### config.mk
export PLATFORM = sky130hd
export DESIGN_NAME = one_wire_bus_master_unit_flat
export DESIGN_NICKNAME = d
export VERILOG_FILES = /design/src/rtl/owm_pkg.sv /design/src/rtl/owm_if.sv /design/src/rtl/owm_front.sv /design/src/rtl/owm_queue.sv /design/src/rtl/owm_seq.sv /design/src/rtl/one_wire_bus_master_unit.sv /design/src/flat_wrapper.sv
export SDC_FILE = /design/constraint.sdc
export NUM_CORES = 1
export LEC_CHECK = 0
export BUFFER_PORTS_ARGS = -buffer_cell sky130_fd_sc_hd__buf_4
export CORE_ASPECT_RATIO = 0.7
export CORE_MARGIN = 5
export CORE_UTILIZATION = 35
export CTS_CLUSTER_DIAMETER = 100
export CTS_CLUSTER_SIZE = 12
export DETAILED_ROUTE_END_ITERATION = 8
export GPL_ROUTABILITY_DRIVEN = 0
export GPL_TIMING_DRIVEN = 1
export SYNTH_ARGS = -nofsm -noshare
export SYNTH_HDL_FRONTEND = slang
export SYNTH_HIERARCHICAL = 1
export SYNTH_SLANG_ARGS = --single-unit
### constraint.sdc
create_clock -name clk -period 9.1 [get_ports clk]
set_input_delay 0.455 -clock clk [delete_from_list [all_inputs] [get_ports clk]]
set_output_delay 0.455 -clock clk [all_outputs]
set_load 0.005 [all_outputs]
### src/rtl/owm_pkg.sv
// owm_pkg: shared types, constants and timing functions for the one-wire bus master
// no dependencies; used by the interfaces and every module of the block

package owm_pkg;

  // delay counter width and the queue between front and back
  localparam int DELAY_WIDTH = 11;
  localparam int QUEUE_DEPTH = 2;
  localparam int QPTR_W      = (QUEUE_DEPTH > 1) ? $clog2(QUEUE_DEPTH) : 1;
  localparam int QCNT_W      = $clog2(QUEUE_DEPTH + 1);

  typedef logic [DELAY_WIDTH-1:0] delay_t;

  // operation codes on the input word
  typedef enum logic [2:0] {
    OP_TICK      = 3'd0,
    OP_RESET     = 3'd1,
    OP_WRITE     = 3'd2,
    OP_READ      = 3'd3,
    OP_WRITEREAD = 3'd4
  } op_t;

  // command kinds held by the sequencer
  typedef enum logic [1:0] {
    KIND_RESET     = 2'd0,
    KIND_WRITE     = 2'd1,
    KIND_READ      = 2'd2,
    KIND_WRITEREAD = 2'd3
  } kind_t;

  // sequencer phases
  typedef enum logic [2:0] {
    PH_IDLE      = 3'd0,
    PH_RST_PRE   = 3'd1,
    PH_RST_LOW   = 3'd2,
    PH_RST_WAIT  = 3'd3,
    PH_RST_REC   = 3'd4,
    PH_SLOT_LOW  = 3'd5,
    PH_SLOT_REL  = 3'd6,
    PH_SLOT_TAIL = 3'd7
  } phase_t;

  // slot timing segments
  typedef enum logic [3:0] {
    SEG_A = 4'd0,
    SEG_B = 4'd1,
    SEG_C = 4'd2,
    SEG_D = 4'd3,
    SEG_E = 4'd4,
    SEG_F = 4'd5,
    SEG_G = 4'd6,
    SEG_H = 4'd7,
    SEG_I = 4'd8,
    SEG_J = 4'd9
  } seg_t;

  // classified word passed from front to back
  typedef struct packed {
    logic       cmd;
    kind_t      kind;
    logic [7:0] data;
    logic       line;
  } item_t;

  // segment length in ticks, standard or overdrive
  function automatic delay_t tick_len(input logic overdrive, input seg_t seg);
    delay_t len;
    len = '0;
    if (!overdrive) begin
      case (seg)
        SEG_A:   len = DELAY_WIDTH'(24);
        SEG_B:   len = DELAY_WIDTH'(256);
        SEG_C:   len = DELAY_WIDTH'(240);
        SEG_D:   len = DELAY_WIDTH'(40);
        SEG_E:   len = DELAY_WIDTH'(36);
        SEG_F:   len = DELAY_WIDTH'(220);
        SEG_G:   len = DELAY_WIDTH'(0);
        SEG_H:   len = DELAY_WIDTH'(1920);
        SEG_I:   len = DELAY_WIDTH'(280);
        SEG_J:   len = DELAY_WIDTH'(1640);
        default: len = '0;
      endcase
    end else begin
      case (seg)
        SEG_A:   len = DELAY_WIDTH'(6);
        SEG_B:   len = DELAY_WIDTH'(30);
        SEG_C:   len = DELAY_WIDTH'(30);
        SEG_D:   len = DELAY_WIDTH'(10);
        SEG_E:   len = DELAY_WIDTH'(3);
        SEG_F:   len = DELAY_WIDTH'(28);
        SEG_G:   len = DELAY_WIDTH'(10);
        SEG_H:   len = DELAY_WIDTH'(280);
        SEG_I:   len = DELAY_WIDTH'(34);
        SEG_J:   len = DELAY_WIDTH'(160);
        default: len = '0;
      endcase
    end
    return len;
  endfunction

  // a read slot: read byte, or a one bit of write-read
  function automatic logic is_read_slot(input kind_t kind, input logic [7:0] shift);
    return (kind == KIND_READ) || ((kind == KIND_WRITEREAD) && shift[0]);
  endfunction

  // a slot that starts with the short low time
  function automatic logic is_one_bit(input kind_t kind, input logic [7:0] shift);
    return (kind == KIND_READ) || shift[0];
  endfunction

endpackage

### src/rtl/owm_if.sv
// owm_in_if / owm_out_if: valid-ready channels for tick words and result words
// depends on owm_pkg

interface owm_in_if;
  import owm_pkg::*;
  logic       valid;
  logic       ready;
  logic [2:0] operation;
  logic [7:0] data_byte;
  logic       line_sample;

  modport source(output valid, output operation, output data_byte, output line_sample,
                 input ready);
  modport sink(input valid, input operation, input data_byte, input line_sample,
               output ready);
endinterface

interface owm_out_if;
  import owm_pkg::*;
  logic       valid;
  logic       ready;
  logic       drive_low;
  logic       busy_res;
  logic       done_res;
  logic [7:0] result_byte;
  logic       no_presence;
  logic       command_rejected;

  modport source(output valid, output drive_low, output busy_res, output done_res,
                 output result_byte, output no_presence, output command_rejected,
                 input ready);
  modport sink(input valid, input drive_low, input busy_res, input done_res,
               input result_byte, input no_presence, input command_rejected,
               output ready);
endinterface

### src/rtl/owm_front.sv
// owm_front: accepts tick words, decodes the operation and registers the classified word
// depends on owm_pkg and owm_in_if

module owm_front (
  input  logic           clk,
  input  logic           rst,
  owm_in_if.sink         item_in,
  output owm_pkg::item_t push_item,
  output logic           push_valid,
  input  logic           push_ready
);
  import owm_pkg::*;

  logic  held;
  item_t item;
  item_t decoded;

  // decode: codes one to four are commands, anything else is a plain tick
  always_comb begin
    decoded.cmd  = (item_in.operation == OP_RESET) || (item_in.operation == OP_WRITE) ||
                   (item_in.operation == OP_READ)  || (item_in.operation == OP_WRITEREAD);
    decoded.kind = kind_t'(item_in.operation[1:0] - 2'd1);
    decoded.data = item_in.data_byte;
    decoded.line = item_in.line_sample;
  end

  // take a new word when the stage is empty or drains this cycle
  assign item_in.ready = !held || push_ready;
  assign push_valid    = held;
  assign push_item     = item;

  always_ff @(posedge clk) begin
    if (rst) begin
      held <= 1'b0;
    end else if (item_in.ready) begin
      held <= item_in.valid;
    end
  end

  always_ff @(posedge clk) begin
    if (item_in.ready && item_in.valid) begin
      item <= decoded;
    end
  end

endmodule

### src/rtl/owm_queue.sv
// owm_queue: short fifo of classified words between the front and the sequencer
// depends on owm_pkg

module owm_queue (
  input  logic           clk,
  input  logic           rst,
  input  owm_pkg::item_t push_item,
  input  logic           push_valid,
  output logic           push_ready,
  output owm_pkg::item_t pop_item,
  output logic           pop_valid,
  input  logic           pop_ready
);
  import owm_pkg::*;

  item_t             mem [QUEUE_DEPTH];
  logic [QPTR_W-1:0] wr_ptr;
  logic [QPTR_W-1:0] rd_ptr;
  logic [QCNT_W-1:0] count;
  logic              push;
  logic              pop;

  assign push_ready = (count != QCNT_W'(QUEUE_DEPTH));
  assign pop_valid  = (count != '0);
  assign pop_item   = mem[rd_ptr];
  assign push       = push_valid && push_ready;
  assign pop        = pop_valid && pop_ready;

  // storage
  always_ff @(posedge clk) begin
    if (push) begin
      mem[wr_ptr] <= push_item;
    end
  end

  // pointers and fill count
  always_ff @(posedge clk) begin
    if (rst) begin
      wr_ptr <= '0;
      rd_ptr <= '0;
      count  <= '0;
    end else begin
      if (push) begin
        wr_ptr <= (wr_ptr == QPTR_W'(QUEUE_DEPTH - 1)) ? '0 : wr_ptr + QPTR_W'(1);
      end
      if (pop) begin
        rd_ptr <= (rd_ptr == QPTR_W'(QUEUE_DEPTH - 1)) ? '0 : rd_ptr + QPTR_W'(1);
      end
      if (push && !pop) begin
        count <= count + QCNT_W'(1);
      end else if (pop && !push) begin
        count <= count - QCNT_W'(1);
      end
    end
  end

  a_count_bound: assert property (@(posedge clk) disable iff (rst)
    count <= QCNT_W'(QUEUE_DEPTH))
    else $error("queue fill count beyond depth");
  a_count_step: assert property (@(posedge clk) disable iff (rst)
    (push && !pop) |=> (count == $past(count) + QCNT_W'(1)))
    else $error("queue count missed a push");
  a_ptr_match: assert property (@(posedge clk) disable iff (rst)
    (count == '0) |-> (wr_ptr == rd_ptr))
    else $error("empty queue with pointers apart");

endmodule

### src/rtl/owm_seq.sv
// owm_seq: slot sequencer that runs one tick per word and registers the result word
// depends on owm_pkg and owm_out_if

module owm_seq (
  input  logic           clk,
  input  logic           rst,
  input  logic           cfg_write_en,
  input  logic           cfg_write_data,
  input  owm_pkg::item_t pop_item,
  input  logic           pop_valid,
  output logic           pop_ready,
  owm_out_if.source      result_out
);
  import owm_pkg::*;

  // sequencer state
  logic       overdrive;
  phase_t     phase;
  delay_t     delay_left;
  logic [2:0] bit_index;
  kind_t      kind;
  logic [7:0] send_shift;
  logic [7:0] receive_shift;
  logic       presence;

  phase_t     phase_next;
  delay_t     delay_left_next;
  logic [2:0] bit_index_next;
  kind_t      kind_next;
  logic [7:0] send_shift_next;
  logic [7:0] receive_shift_next;
  logic       presence_next;

  logic drive_w;
  logic done_w;
  logic reject_w;

  // output register
  logic       out_valid;
  logic       out_drive;
  logic       out_busy;
  logic       out_done;
  logic [7:0] out_byte;
  logic       out_nopres;
  logic       out_reject;

  logic step;

  assign pop_ready = !out_valid || result_out.ready;
  assign step      = pop_valid && pop_ready;

  // speed register
  always_ff @(posedge clk) begin
    if (rst) begin
      overdrive <= 1'b0;
    end else if (cfg_write_en) begin
      overdrive <= cfg_write_data;
    end
  end

  // one tick of the sequencer: start a command if idle (refuse it if busy), then count down the segment
  always_comb begin
    logic last;
    logic rd_slot;
    logic adv_bit;
    phase_next         = phase;
    delay_left_next    = delay_left;
    bit_index_next     = bit_index;
    kind_next          = kind;
    send_shift_next    = send_shift;
    receive_shift_next = receive_shift;
    presence_next      = presence;
    drive_w            = 1'b0;
    done_w             = 1'b0;
    reject_w           = 1'b0;
    last               = 1'b0;
    rd_slot            = 1'b0;
    adv_bit            = 1'b0;

    // command start; the first segment runs on this same tick
    if (phase == PH_IDLE) begin
      if (pop_item.cmd) begin
        kind_next       = pop_item.kind;
        send_shift_next = pop_item.data;
        bit_index_next  = '0;
        if (pop_item.kind == KIND_RESET) begin
          if (tick_len(overdrive, SEG_G) != '0) begin
            phase_next      = PH_RST_PRE;
            delay_left_next = tick_len(overdrive, SEG_G);
          end else begin
            phase_next      = PH_RST_LOW;
            delay_left_next = tick_len(overdrive, SEG_H);
          end
        end else begin
          phase_next      = PH_SLOT_LOW;
          delay_left_next = is_one_bit(pop_item.kind, pop_item.data) ?
                            tick_len(overdrive, SEG_A) : tick_len(overdrive, SEG_C);
        end
      end
    end else if (pop_item.cmd) begin
      reject_w = 1'b1;
    end

    if (phase_next != PH_IDLE) begin
      last    = (delay_left_next <= DELAY_WIDTH'(1));
      rd_slot = is_read_slot(kind_next, send_shift_next);
      drive_w = (phase_next == PH_RST_LOW) || (phase_next == PH_SLOT_LOW);

      // presence sample at the end of the wait
      if (last && phase_next == PH_RST_WAIT) begin
        presence_next = pop_item.line;
      end
      // data sample at the end of the release part
      if (last && phase_next == PH_SLOT_REL &&
          (kind_next == KIND_READ || kind_next == KIND_WRITEREAD)) begin
        receive_shift_next = {rd_slot && pop_item.line, receive_shift_next[7:1]};
      end

      if (!last) begin
        delay_left_next = delay_left_next - DELAY_WIDTH'(1);
      end else begin
        case (phase_next)
          PH_RST_PRE: begin
            phase_next      = PH_RST_LOW;
            delay_left_next = tick_len(overdrive, SEG_H);
          end
          PH_RST_LOW: begin
            phase_next      = PH_RST_WAIT;
            delay_left_next = tick_len(overdrive, SEG_I) + DELAY_WIDTH'(1);
          end
          PH_RST_WAIT: begin
            phase_next      = PH_RST_REC;
            delay_left_next = tick_len(overdrive, SEG_J) - DELAY_WIDTH'(1);
          end
          PH_RST_REC: begin
            phase_next      = PH_IDLE;
            delay_left_next = '0;
            done_w          = 1'b1;
          end
          PH_SLOT_LOW: begin
            phase_next = PH_SLOT_REL;
            if (rd_slot) begin
              delay_left_next = tick_len(overdrive, SEG_E) + DELAY_WIDTH'(1);
            end else if (is_one_bit(kind_next, send_shift_next)) begin
              delay_left_next = tick_len(overdrive, SEG_B);
            end else begin
              delay_left_next = tick_len(overdrive, SEG_D);
            end
          end
          PH_SLOT_REL: begin
            if (rd_slot) begin
              phase_next      = PH_SLOT_TAIL;
              delay_left_next = tick_len(overdrive, SEG_F) - DELAY_WIDTH'(1);
            end else begin
              adv_bit = 1'b1;
            end
          end
          default: begin
            adv_bit = 1'b1;
          end
        endcase
      end

      // move on to the next bit or finish the byte
      if (adv_bit) begin
        send_shift_next = {1'b0, send_shift_next[7:1]};
        if (bit_index_next == 3'd7) begin
          phase_next      = PH_IDLE;
          delay_left_next = '0;
          done_w          = 1'b1;
        end else begin
          bit_index_next  = bit_index_next + 3'd1;
          phase_next      = PH_SLOT_LOW;
          delay_left_next = is_one_bit(kind_next, send_shift_next) ?
                            tick_len(overdrive, SEG_A) : tick_len(overdrive, SEG_C);
        end
      end
    end
  end

  // state update, one tick per word taken
  always_ff @(posedge clk) begin
    if (rst) begin
      phase         <= PH_IDLE;
      delay_left    <= '0;
      bit_index     <= '0;
      kind          <= KIND_RESET;
      send_shift    <= '0;
      receive_shift <= '0;
      presence      <= 1'b0;
    end else if (step) begin
      phase         <= phase_next;
      delay_left    <= delay_left_next;
      bit_index     <= bit_index_next;
      kind          <= kind_next;
      send_shift    <= send_shift_next;
      receive_shift <= receive_shift_next;
      presence      <= presence_next;
    end
  end

  // result word register
  always_ff @(posedge clk) begin
    if (rst) begin
      out_valid <= 1'b0;
    end else if (pop_ready) begin
      out_valid <= pop_valid;
    end
  end

  always_ff @(posedge clk) begin
    if (step) begin
      out_drive  <= drive_w;
      out_busy   <= (phase_next != PH_IDLE);
      out_done   <= done_w;
      out_byte   <= receive_shift_next;
      out_nopres <= presence_next;
      out_reject <= reject_w;
    end
  end

  assign result_out.valid            = out_valid;
  assign result_out.drive_low        = out_drive;
  assign result_out.busy_res         = out_busy;
  assign result_out.done_res         = out_done;
  assign result_out.result_byte      = out_byte;
  assign result_out.no_presence      = out_nopres;
  assign result_out.command_rejected = out_reject;

  a_done_not_busy: assert property (@(posedge clk) disable iff (rst)
    (out_valid && out_done) |-> !out_busy)
    else $error("done word still reports busy");
  a_idle_delay: assert property (@(posedge clk) disable iff (rst)
    (phase == PH_IDLE) |-> (delay_left == '0))
    else $error("idle sequencer with a pending delay");
  a_reset_kind: assert property (@(posedge clk) disable iff (rst)
    (phase == PH_RST_PRE || phase == PH_RST_LOW || phase == PH_RST_WAIT ||
     phase == PH_RST_REC) |-> (kind == KIND_RESET))
    else $error("reset phase under a byte command");
  a_hold_state: assert property (@(posedge clk) disable iff (rst)
    !step |=> $stable(phase) && $stable(delay_left))
    else $error("sequencer moved without a tick");

endmodule

### src/rtl/one_wire_bus_master_unit.sv
// one_wire_bus_master_unit: top level of the one-wire bus master
// depends on owm_pkg, owm_if, owm_front, owm_queue and owm_seq
// a tick word passes the front register, the two-word queue and the result word register in turn
// throughput: one tick word per cycle while the result side is ready, as the sequencer steps once per word taken
// the front register and the two-word queue absorb stalls on the result side
// reset (rst, synchronous): sequencer idle with cleared state, standard speed, queues empty

module one_wire_bus_master_unit (
  input  logic      clk,
  input  logic      rst,
  input  logic      cfg_write_en,
  input  logic      cfg_write_data,
  owm_in_if.sink    item_in,
  owm_out_if.source result_out
);
  import owm_pkg::*;

  item_t push_item;
  logic  push_valid;
  logic  push_ready;
  item_t pop_item;
  logic  pop_valid;
  logic  pop_ready;

  // classify incoming words
  owm_front u_front (
    .clk        (clk),
    .rst        (rst),
    .item_in    (item_in),
    .push_item  (push_item),
    .push_valid (push_valid),
    .push_ready (push_ready)
  );

  // decoupling queue
  owm_queue u_queue (
    .clk        (clk),
    .rst        (rst),
    .push_item  (push_item),
    .push_valid (push_valid),
    .push_ready (push_ready),
    .pop_item   (pop_item),
    .pop_valid  (pop_valid),
    .pop_ready  (pop_ready)
  );

  // slot sequencer and result register
  owm_seq u_seq (
    .clk            (clk),
    .rst            (rst),
    .cfg_write_en   (cfg_write_en),
    .cfg_write_data (cfg_write_data),
    .pop_item       (pop_item),
    .pop_valid      (pop_valid),
    .pop_ready      (pop_ready),
    .result_out     (result_out)
  );

endmodule

### src/flat_wrapper.sv
// flat-port wrapper written by rule: the top's interface ports become plain ports
module one_wire_bus_master_unit_flat import owm_pkg::*;
  (clk, rst, cfg_write_en, cfg_write_data, item_in_valid, item_in_operation, item_in_data_byte, item_in_line_sample, item_in_ready, result_out_valid, result_out_drive_low, result_out_busy_res, result_out_done_res, result_out_result_byte, result_out_no_presence, result_out_command_rejected, result_out_ready);
  owm_in_if item_in_i ();
  owm_out_if result_out_i ();
  input  logic clk;
  input  logic rst;
  input  logic cfg_write_en;
  input  logic cfg_write_data;
  input wire logic [$bits(item_in_i.valid)-1:0] item_in_valid;
  input wire logic [$bits(item_in_i.operation)-1:0] item_in_operation;
  input wire logic [$bits(item_in_i.data_byte)-1:0] item_in_data_byte;
  input wire logic [$bits(item_in_i.line_sample)-1:0] item_in_line_sample;
  output wire logic [$bits(item_in_i.ready)-1:0] item_in_ready;
  output wire logic [$bits(result_out_i.valid)-1:0] result_out_valid;
  output wire logic [$bits(result_out_i.drive_low)-1:0] result_out_drive_low;
  output wire logic [$bits(result_out_i.busy_res)-1:0] result_out_busy_res;
  output wire logic [$bits(result_out_i.done_res)-1:0] result_out_done_res;
  output wire logic [$bits(result_out_i.result_byte)-1:0] result_out_result_byte;
  output wire logic [$bits(result_out_i.no_presence)-1:0] result_out_no_presence;
  output wire logic [$bits(result_out_i.command_rejected)-1:0] result_out_command_rejected;
  input wire logic [$bits(result_out_i.ready)-1:0] result_out_ready;
  assign item_in_i.valid = item_in_valid;
  assign item_in_i.operation = item_in_operation;
  assign item_in_i.data_byte = item_in_data_byte;
  assign item_in_i.line_sample = item_in_line_sample;
  assign item_in_ready = item_in_i.ready;
  assign result_out_valid = result_out_i.valid;
  assign result_out_drive_low = result_out_i.drive_low;
  assign result_out_busy_res = result_out_i.busy_res;
  assign result_out_done_res = result_out_i.done_res;
  assign result_out_result_byte = result_out_i.result_byte;
  assign result_out_no_presence = result_out_i.no_presence;
  assign result_out_command_rejected = result_out_i.command_rejected;
  assign result_out_i.ready = result_out_ready;
  one_wire_bus_master_unit u_core (.clk(clk), .rst(rst), .cfg_write_en(cfg_write_en), .cfg_write_data(cfg_write_data), .item_in(item_in_i), .result_out(result_out_i));
endmodule
==> impl_metrics.tcl <==
set metrics [dict create \
    outcome "complete, no violations" \
    cp_common_cell "nor2_1" \
    path_cells "mux2_2, or4b_1, buf_4, nor2_1, nor2_1, ha_1, nand2_1, o22ai_2, nand2b_1, o22ai_1, or3_1" \
    grt_max_degree 46 \
    synthesis.area_mm2 0.00504 \
    core_mm2 0.0140 \
    synth_flop_cell "edfxtp_1" \
    max_cap_viol_count 0 \
    dr_total_vias 4227 \
    grt_pass1_vias 3996 \
    first_pass_iters 6 \
    required_ns 9.20 \
    synthArstFlopShare 0 \
    synth-simple-area-share 0.161 \
    fin_nets 573 \
    totalNegativeSetupSlack_ns 0 \
    ir_worst_vdd_v 0.000192 \
    seqCellArea_mm2 0.00235 \
    cts_buffer_depth 2 \
    finalCritPeriodShare 0.493 \
    synth_cell_type_count 72 \
    power_frac_comb 0.552 \
    ys_seq_elements 93 \
    rsz0062_at_grt "false" \
    clk_pin_slew_ns 0.07 \
    synthAdderAreaFrac 0.0397 \
    cts_made_buffers 9 \
    cts_resized 0 \
    yosys.area.top_type "edfxtp_1" \
    grt_usage 0.156 \
    synth_top_family_by_area "compound AO/OA/AOI/OAI gates" \
    cts_setup_buffers 0 \
    p_clk_frac 0.157 \
    most-common-layout-cells "nand2_1, edfxtp_1, dfxtp_1, o21ai_0, buf_4" \
    drc 0 \
    cts_sinks 93 \
    syn_avg_cell_area_um2 9.66 \
    synth-edff-count 49 \
    seq_area_frac_synth 0.467 \
    root_buffer "clkbuf_16" \
    worstMarginPinSlew_ns 1.02 \
    routed_wl_um 13200 \
    cp_max_fo 41 \
    antenna_found_initial 0 \
    fin_worst_skew_ns 0.00836 \
    dpl.hpwl_um 9100 \
    num_antenna_cells 0 \
    rows 36 \
    switching_power_w 0.00104 \
    slowest_stage "dfxtp_1" \
    p_int_w 0.00122 \
    io_pins 33 \
    setup_viol 0 \
    r2r_cells 11 \
    multiInputGateArea_mm2 0.00248 \
    finalHoldViolations 0 \
    dieArea_mm2 0.0169 \
    start_kind "register" \
    swShare 0.462 \
    synth_top_cell_area_share 0.292 \
    synth-compound-area-share 0.212 \
    yosys-mux-area-fraction 0.0645 \
    critPathKind "register to register" \
    fp.dieH_um 110 \
    grt_pass1_wl_um 21600 \
    wire_per_inst_um 18.0 \
    areaGrowthSynthToFinish_pct 13.3 \
    start_util 0.360 \
    holdCritPathClass "primary input to register" \
    slowest_delay_ns 0.65 \
    p_leak_nw 2.16 \
    cts_tree "yes" \
    drv_slew 0 \
    drtIter0Drc 518 \
    ant_nets 0 \
    routed_via_density 5.76 \
    synth-xor-area-share 0.0139 \
    drive_gt1_frac 0.176 \
    maxSlewHeadroom 0.304 \
    yosys_warnings 6 \
    synth_fp_nets 556 \
    synthTopCellsByArea "edfxtp_1, dfxtp_1, nand2_1" \
    grt_overflow 0 \
    r2r_setup_slack_ns 4.62 \
    clock.fmax_mhz 223 \
    stdcell_area_mm2 0.00571 \
    clock_latency_ns 0.35 \
    cp.depth 11 \
    critPathCaptureType "register" \
    power_density_mw_per_mm2 396 \
    ctsHtreeMaxLevel 3 \
    ctsHoldBuffers 0 \
    synthesis.instances 522 \
    mostFrequentLayoutCell "nand2_1" \
    seqPwrFrac 0.291 \
    port_buffers 32 \
    placed_area_mm2 0.00543 \
    cp.arrival_ns 4.58 \
    fin_crit_ns 4.48 \
    die_w_um 153 \
    num-fill-cells 1348 \
    cp_top_family "simple AND/OR/NAND/NOR gates" \
    worst-path-buf-inv 1 \
    min_path_cells 1 \
]
[power groups by stage]
stage                     Combinational (W)  Clock, W  Sequential, W
final                               0.00125  0.000354       0.000658
after global routing                0.00136  0.000386       0.000671
after CTS                           0.00121  0.000366       0.000656
after detailed placement            0.00121         0       0.000664
after global placement              0.00120         0       0.000659
after floorplan                    0.000910         0       0.000634
[state kept, by name, summed over array words and instances (netlist names), 2 cells and up, named ones only]
register / flops
u_core/u_queue/mem: 24
u_core/u_front/push_item: 12
u_core/u_seq/delay_left: 11
u_core/u_seq/receive_shift: 8
u_core/u_seq/result_out.result_byte: 8
u_core/u_seq/send_shift: 8
u_core/u_seq/bit_index: 3
u_core/u_seq/phase: 3
u_core/u_queue/count: 2
u_core/u_seq/kind: 2
[synthesized netlist by cell type, drive strengths merged, types with 10 or more instances]
library cell,number
clkbuf,23
o21ba,11
a21oi,36
edfxtp,49
dfxtp,44
ha,16
inv,20
mux2,20
nor2,27
mux2i,10
o21ai,43
nor3,10
nand3,18
nand2,62
[stage by stage]
step                      power, W  std cells  setup slack (ns)  utilization  hold WS (ns)
after floorplan            0.00154        522              5.21            -         0.421
after global placement     0.00186        718              4.90        0.388         0.432
after detailed placement   0.00187        718              4.72        0.388         0.433
after CTS                  0.00224        734              4.70        0.408         0.268
after global routing       0.00242        734              4.30        0.408         0.268
final                      0.00226        734              4.62        0.408         0.283
[cells by family after synthesis]
group	Yosys count
AOI/OAI and AO/OA	159
xor gates and xnor gates	8
adders and majority gates	16
buffers and inverters	52
DFF	93
muxes	30
and+or+nand+nor	164
[path summary, 6_finish.rpt]
kind                                         startpoint                                          to
setup / recovery                               register  u_core/u_seq/result_out.busy_res$_DFFE_PP_
hold / removal                     item_in_data_byte[3]       u_core/u_front/push_item[4]$_DFFE_PP_
hold reg to reg   u_core/u_front/push_item[2]$_DFFE_PP_          u_core/u_queue/mem[0][2]$_DFFE_PP_
setup reg to reg                               register  u_core/u_seq/result_out.busy_res$_DFFE_PP_
[routing by layer]
metal / track usage / wire length [µm]
met5: 0 / 0
met3: 0.0516 / 1390
met4: 0.0494 / 255
met2: 0.213 / 5490
met1: 0.232 / 6090
[layout make-up]
type	instances	area share
inverter	20	0.0131
sequential	93	0.412
clock inverter	6	0.00833
tap	190	0.0416
timing repair buffer	38	0.0500
multi-input combinational	377	0.435
clock buffer	10	0.0401
Power figures use the tool's default switching activity.
